--- src/sv/scbpa_pkg.sv ---
// scbpa_pkg: shared widths, codes, command and state types of the pool allocator
// no dependencies; imported by every other file of the block except scbpa_ram
package scbpa_pkg;

   localparam int ADDR_W        = 48;
   localparam int SIZE_W        = 16;
   localparam int ALOG_W        = 4;
   localparam int STATUS_W      = 2;
   localparam int POOL_IDX_W    = 3;
   localparam int SLOT_IDX_W    = 10;
   localparam int CSR_IDX_W     = 4;
   localparam int CFG_REGS      = 8;
   localparam int CLS_W         = 4;
   localparam int MIN_SLOT_LOG2 = 3;

   typedef enum logic {
      FUNC_ALLOC = 1'b0,
      FUNC_FREE  = 1'b1
   } func_type;

   typedef enum logic [STATUS_W-1:0] {
      STAT_OK          = 2'd0,
      STAT_EXHAUSTED   = 2'd1,
      STAT_TOO_LARGE   = 2'd2,
      STAT_OUT_OF_POOL = 2'd3
   } status_type;

   // classified request as it travels from front to back
   typedef struct packed {
      func_type           func;
      logic [CLS_W-1:0]   cls;
      logic               too_large;
      logic [ALOG_W-1:0]  align_log2;
      logic [ADDR_W-1:0]  base;
      logic [ADDR_W-1:0]  diff;
      logic               borrow;
   } cmd_type;

   typedef enum logic [3:0] {
      B_CLEAR,
      B_IDLE,
      B_DECODE,
      B_SCAN,
      B_ALLOC_WR,
      B_ADDR,
      B_ALIGN,
      B_DIV_MUL,
      B_DIV_QUO,
      B_DIV_REM,
      B_FREE_WR,
      B_EMIT
   } back_state_type;

endpackage

--- src/sv/scbpa_ifs.sv ---
// scbpa_ifs: request, response and register-write channel interfaces
// depends on scbpa_pkg for field widths
interface scbpa_req_if;
   import scbpa_pkg::*;
   logic                valid;
   logic                ready;
   logic                func;
   logic [SIZE_W-1:0]   req_size;
   logic [ALOG_W-1:0]   align_log2;
   logic [ADDR_W-1:0]   free_addr;
   modport source (output valid, func, req_size, align_log2, free_addr, input ready);
   modport sink   (input valid, func, req_size, align_log2, free_addr, output ready);
endinterface


interface scbpa_csr_if;
   import scbpa_pkg::*;
   logic                 valid;
   logic                 ready;
   logic [CSR_IDX_W-1:0] index;
   logic [ADDR_W-1:0]    data;
   modport source (output valid, index, data, input ready);
   modport sink   (input valid, index, data, output ready);
endinterface

--- src/sv/scbpa_front.sv ---
// scbpa_front: pool base registers, size-class decode and base offset of each request
// depends on scbpa_pkg and scbpa_ifs
module scbpa_front #(
   parameter int POOL_COUNT = 8
) (
   input  logic              clock,
   input  logic              reset,
   scbpa_req_if.sink         req,
   scbpa_csr_if.sink         csr,
   input  logic              clearing,
   output logic              push_valid,
   input  logic              push_ready,
   output scbpa_pkg::cmd_type push_data
);
   import scbpa_pkg::*;

   localparam int PW = (POOL_COUNT > 1) ? $clog2(POOL_COUNT) : 1;

   logic [ADDR_W-1:0] pool_base_ff [POOL_COUNT];
   logic [ADDR_W-1:0] pool_base_in [POOL_COUNT];
   logic [CLS_W-1:0]  msb_pos;
   logic [CLS_W-1:0]  lg;
   logic [CLS_W-1:0]  cls;
   logic              too_large;
   logic [ADDR_W-1:0] base_sel;
   logic [ADDR_W:0]   diff_wide;
   logic              cfg_hit;

   // highest set bit of the size, zero size lands in the smallest class
   always_comb begin
      msb_pos = '0;
      for (int i = 0; i < SIZE_W; i++) begin
         if (req.req_size[i]) begin
            msb_pos = CLS_W'(i);
         end
      end
      lg        = (msb_pos < CLS_W'(MIN_SLOT_LOG2)) ? CLS_W'(MIN_SLOT_LOG2) : msb_pos;
      cls       = lg - CLS_W'(MIN_SLOT_LOG2);
      too_large = ({1'b0, cls} >= (CLS_W + 1)'(POOL_COUNT));
      base_sel  = too_large ? '0 : pool_base_ff[cls[PW-1:0]];
      diff_wide = {1'b0, req.free_addr} - {1'b0, base_sel};
   end

   always_comb begin
      push_data.func       = func_type'(req.func);
      push_data.cls        = cls;
      push_data.too_large  = too_large;
      push_data.align_log2 = req.align_log2;
      push_data.base       = base_sel;
      push_data.diff       = diff_wide[ADDR_W-1:0];
      push_data.borrow     = diff_wide[ADDR_W];
   end

   assign push_valid = req.valid && !clearing;
   assign req.ready  = push_ready && !clearing;
   assign csr.ready  = 1'b1;

   assign cfg_hit = csr.valid && (32'(csr.index) < CFG_REGS) && (32'(csr.index) < POOL_COUNT);

   always_comb begin
      for (int p = 0; p < POOL_COUNT; p++) begin
         pool_base_in[p] = pool_base_ff[p];
      end
      if (cfg_hit) begin
         pool_base_in[csr.index[PW-1:0]] = csr.data;
      end
   end

   always_ff @(posedge clock) begin
      for (int p = 0; p < POOL_COUNT; p++) begin
         if (reset) begin
            pool_base_ff[p] <= '0;
         end else begin
            pool_base_ff[p] <= pool_base_in[p];
         end
      end
   end
endmodule

--- src/flat_wrapper.sv ---
// flat-port wrapper written by rule: the top's interface ports become plain ports
module scbpa_front_flat import scbpa_pkg::*;
#(
   parameter int POOL_COUNT = 8
)
  (clock, reset, clearing, push_valid, push_ready, push_data, req_valid, req_func, req_req_size, req_align_log2, req_free_addr, req_ready, csr_valid, csr_index, csr_data, csr_ready);
  scbpa_req_if req_i ();
  scbpa_csr_if csr_i ();
  input  logic clock;
  input  logic reset;
  input  logic clearing;
  output logic push_valid;
  input  logic push_ready;
  output scbpa_pkg::cmd_type push_data;
  input wire logic [$bits(req_i.valid)-1:0] req_valid;
  input wire logic [$bits(req_i.func)-1:0] req_func;
  input wire logic [$bits(req_i.req_size)-1:0] req_req_size;
  input wire logic [$bits(req_i.align_log2)-1:0] req_align_log2;
  input wire logic [$bits(req_i.free_addr)-1:0] req_free_addr;
  output wire logic [$bits(req_i.ready)-1:0] req_ready;
  input wire logic [$bits(csr_i.valid)-1:0] csr_valid;
  input wire logic [$bits(csr_i.index)-1:0] csr_index;
  input wire logic [$bits(csr_i.data)-1:0] csr_data;
  output wire logic [$bits(csr_i.ready)-1:0] csr_ready;
  assign req_i.valid = req_valid;
  assign req_i.func = req_func;
  assign req_i.req_size = req_req_size;
  assign req_i.align_log2 = req_align_log2;
  assign req_i.free_addr = req_free_addr;
  assign req_ready = req_i.ready;
  assign csr_i.valid = csr_valid;
  assign csr_i.index = csr_index;
  assign csr_i.data = csr_data;
  assign csr_ready = csr_i.ready;
  scbpa_front #(.POOL_COUNT(POOL_COUNT)) u_core (.clock(clock), .reset(reset), .req(req_i), .csr(csr_i), .clearing(clearing), .push_valid(push_valid), .push_ready(push_ready), .push_data(push_data));
endmodule
--- config.mk ---
export PLATFORM = sky130hd
export DESIGN_NAME = scbpa_front_flat
export DESIGN_NICKNAME = d
export VERILOG_FILES = /design/src/sv/scbpa_pkg.sv /design/src/sv/scbpa_ifs.sv /design/src/sv/scbpa_front.sv /design/src/flat_wrapper.sv
export SDC_FILE = /design/constraint.sdc
export NUM_CORES = 1
export LEC_CHECK = 0
export CORE_ASPECT_RATIO = 0.8
export CORE_MARGIN = 4
export CORE_UTILIZATION = 50
export CTS_CLUSTER_DIAMETER = 80
export DETAILED_ROUTE_END_ITERATION = 8
export DONT_BUFFER_PORTS = 1
export SLEW_MARGIN = 20
export SYNTH_ARGS = -nofsm -noshare
export SYNTH_HDL_FRONTEND = slang
export SYNTH_SLANG_ARGS = --single-unit
--- constraint.sdc ---
create_clock -name clock -period 14 [get_ports clock]
set_clock_uncertainty 0.2 [all_clocks]
set_input_delay 0 -clock clock [delete_from_list [all_inputs] [get_ports clock]]
set_output_delay 0 -clock clock [all_outputs]
set_load 0.05 [all_outputs]
==> impl_metrics.ini <==
[cells_and_area]
largest_reg_flops = 384
reg.largest.list = u_core.pool_base_ff x384
syn2layout_area_growth_pct = 9.33
final_nets = 2995
fin_cells = 3392
drive_above_1_share_pct = 6.11
largest-register = u_core.pool_base_ff

[power_and_ir_drop]
peakVddDrop_mv = 0.0943
power_density_mw_per_mm2 = 114
total_leakage_power_nw = 7.09
total_power_mw = 2.56

[cts]
cts_setup_buffers = 0
numCtsBuffers = 43
clkSlewWorstSetupHoldPaths_ps = 60
hold_buffers = 63
root_buffer = clkbuf_16
clock_path_buffers = 3
clk_latency_ps = 550
h-tree-depth = 2
cts_sinks = 384
cts_tree = yes
cts_resized = 0

[setup_path]
crit_path_top_delay_cell = or3_2
critPathKind = input pin to output pin
crit_path_cell_trace = nor2b_1 -> o21bai_1 -> a21oi_1 -> o21ai_1 -> a211o_4 -> nand2_1 -> ha_1 -> xnor2_2 -> or3_2 -> buf_4 -> a21oi_1 -> or4_1 -> ha_1 -> fa_1 -> nand2b_1 -> a21oi_1 -> or2_2 -> a21boi_2 -> o31ai_1 -> a2111oi_2 -> a21oi_1 -> xor2_1
slowest_delay_ps = 870
crit_path_max_fanout = 62
cpMostUsedCell = a21oi_1
critPathLaunchType = input pin
worstPathRequired_ps = 13800
cp.arrival_ps = 8330
cp-end-kind = output pin

[synth]
ys_dominant_reg_cell = dfxtp_1
synth_area_sq_mm = 0.0206
seq_area_frac_synth_pct = 37.3
synth_edf_count = 0
synth.most_common_cell = nand2_1
ys_ff_latch = 384
yosys_warnings = 0
synth_top_area_share_pct = 37.3
synthArstFlopShare_pct = 0
netlist_top_cells_area = dfxtp_1 37%, nand2_1 15%, a21oi_1 15%
syn-num-nets = 3132
synthTopCellsByCount = 811 x nand2_1, 606 x a21oi_1, 384 x dfxtp_1
yosysTopAreaCell = dfxtp_1
synthDistinctLibCells = 71
syn_avg_cell_area_sq_um = 6.97
postSynthCellCount = 2955

[global_routing]
gr-usage-met2_pct = 49.4
grtUsageMet1_pct = 46.1
grt_overflow = 0
grt.busiest_layer = met2
grt_pass1_vias = 19200
grt_max_degree = 385
grt_pass1_wl_um = 116000
grt_use_total_pct = 32.4
use_met3_pct = 6.81
antenna_found_initial = 5

[job]
cap_violations = 0

[die]
placementRows = 66
die_w_um = 235
die_area_sq_mm = 0.0445
coreArea_sq_mm = 0.0407
pin_count = 237
die_h_um = 190
initial_core_util_pct = 50.6

[worst_hold_path]
hold_class = input pin to register

[detailed_routing]
wl_per_cell_um = 22.6
drt_first_pass_iters = 6
vias = 21000
vias_per_cell = 6.20
wl_um = 76600
drtIter0Drc = 2231
route.detailed.drc = 0
ant_nets = 0

[outcome]
status = completed

[sta]
fin_crit_sh_pct = 60.9
hold_viol_final = 0
period_needed_ps = 8530
grt_setup_unrepaired = no
relSlewSlack_pct = 11.0
fmax_ghz = 0.117
finalSetupViolCount = 0
tns_ps = 0
drv_slew = 0
worstMarginPinSlew_ps = 1320

[placement]
post-place-cells = 3251
io_buffer_count = 0
dpl.hpwl_um = 42900
place_congestion = 0.907
## power by group
part | internal (mW) | switching [mW]
sequential | 1.11 | 0.00638
combinational | 0.0721 | 0.239
clock | 0.682 | 0.457
total | 1.86 | 0.702
## per-layer routing
layer  share of wire [%]  wire length (um)  vias to the layer above
met5               0.095                73                        -
met4                 2.8              2140                       10
met3                  10              7690                      156
met2                  44             33600                      990
met1                  43             33100                     9999
li1                    -                 -                     9890
## cells in the final DEF, fill, tap and decap left out, drive strengths merged, types with 26 or more instances in the layout
master / instances
clkbuf: 63
inv: 26
nor2: 31
o21ai: 219
nand3: 203
dfxtp: 384
dlygate4sd3: 63
or4: 51
a21oi: 625
nand2: 813
buf: 51
ha: 49
xnor2: 26
nor4: 48
## cell type report
class | instances | area, sq um
Clock inverter | 10 | 129
Timing Repair Buffer | 114 | 1120
Inverter | 25 | 93.8
Multi-Input combinational cell | 2250 | 11500
Antenna cell | 2 | 5.00
Tap cell | 544 | 681
Fill cell | 3930 | 18200
Clock buffer | 63 | 1270
Sequential cell | 384 | 7690
## path summary, 6_finish.rpt
check	from	to	slack [ps]	cells after the start
setup / recovery	req_req_size[1]	push_data[33]	5470	22
hold / removal	csr_index[0]	u_core.pool_base_ff[4][13]	20	4
setup reg to reg	u_core.pool_base_ff[6][14]	u_core.pool_base_ff[6][14]	12620	3
hold reg to reg	u_core.pool_base_ff[6][2]	u_core.pool_base_ff[6][2]	250	2
## worst max-delay path: cells and delay by family
kind | cells | cell delay (ps)
fa+ha+maj | 3 | 1070
simple gates | 6 | 2340
buf+inv | 1 | 560
xor+xnor | 2 | 1540
compound gates | 10 | 2760
## through the flow
stage / utilization (%) / cell area, sq um / hold slack [ps] / setup WS (ps)
after global placement: 50.0 / 20400 / -200 / 5570
final: 55.3 / 22500 / 21.3 / 5470
after detailed placement: 50.1 / 20400 / -200 / 5570
after CTS: 55.1 / 22400 / 6.83 / 5520
after global routing: 55.3 / 22500 / 29.7 / 5100
after floorplan: - / 20600 / -32.9 / 7350
## kinds of logic after synthesis
family	count (synthesis)	synth area share, %
buffers and inverters	321	7.29
XOR/XNOR	38	1.65
AO/OA/AOI/OAI	931	24.3
AND/OR/NAND/NOR	1228	26.2
adder cells (fa/ha/maj)	50	3.07
flip-flops	384	37.3
other	1	0.0182
multiplexers	2	0.103
No activity file was read; power rests on OpenSTA's default activity.
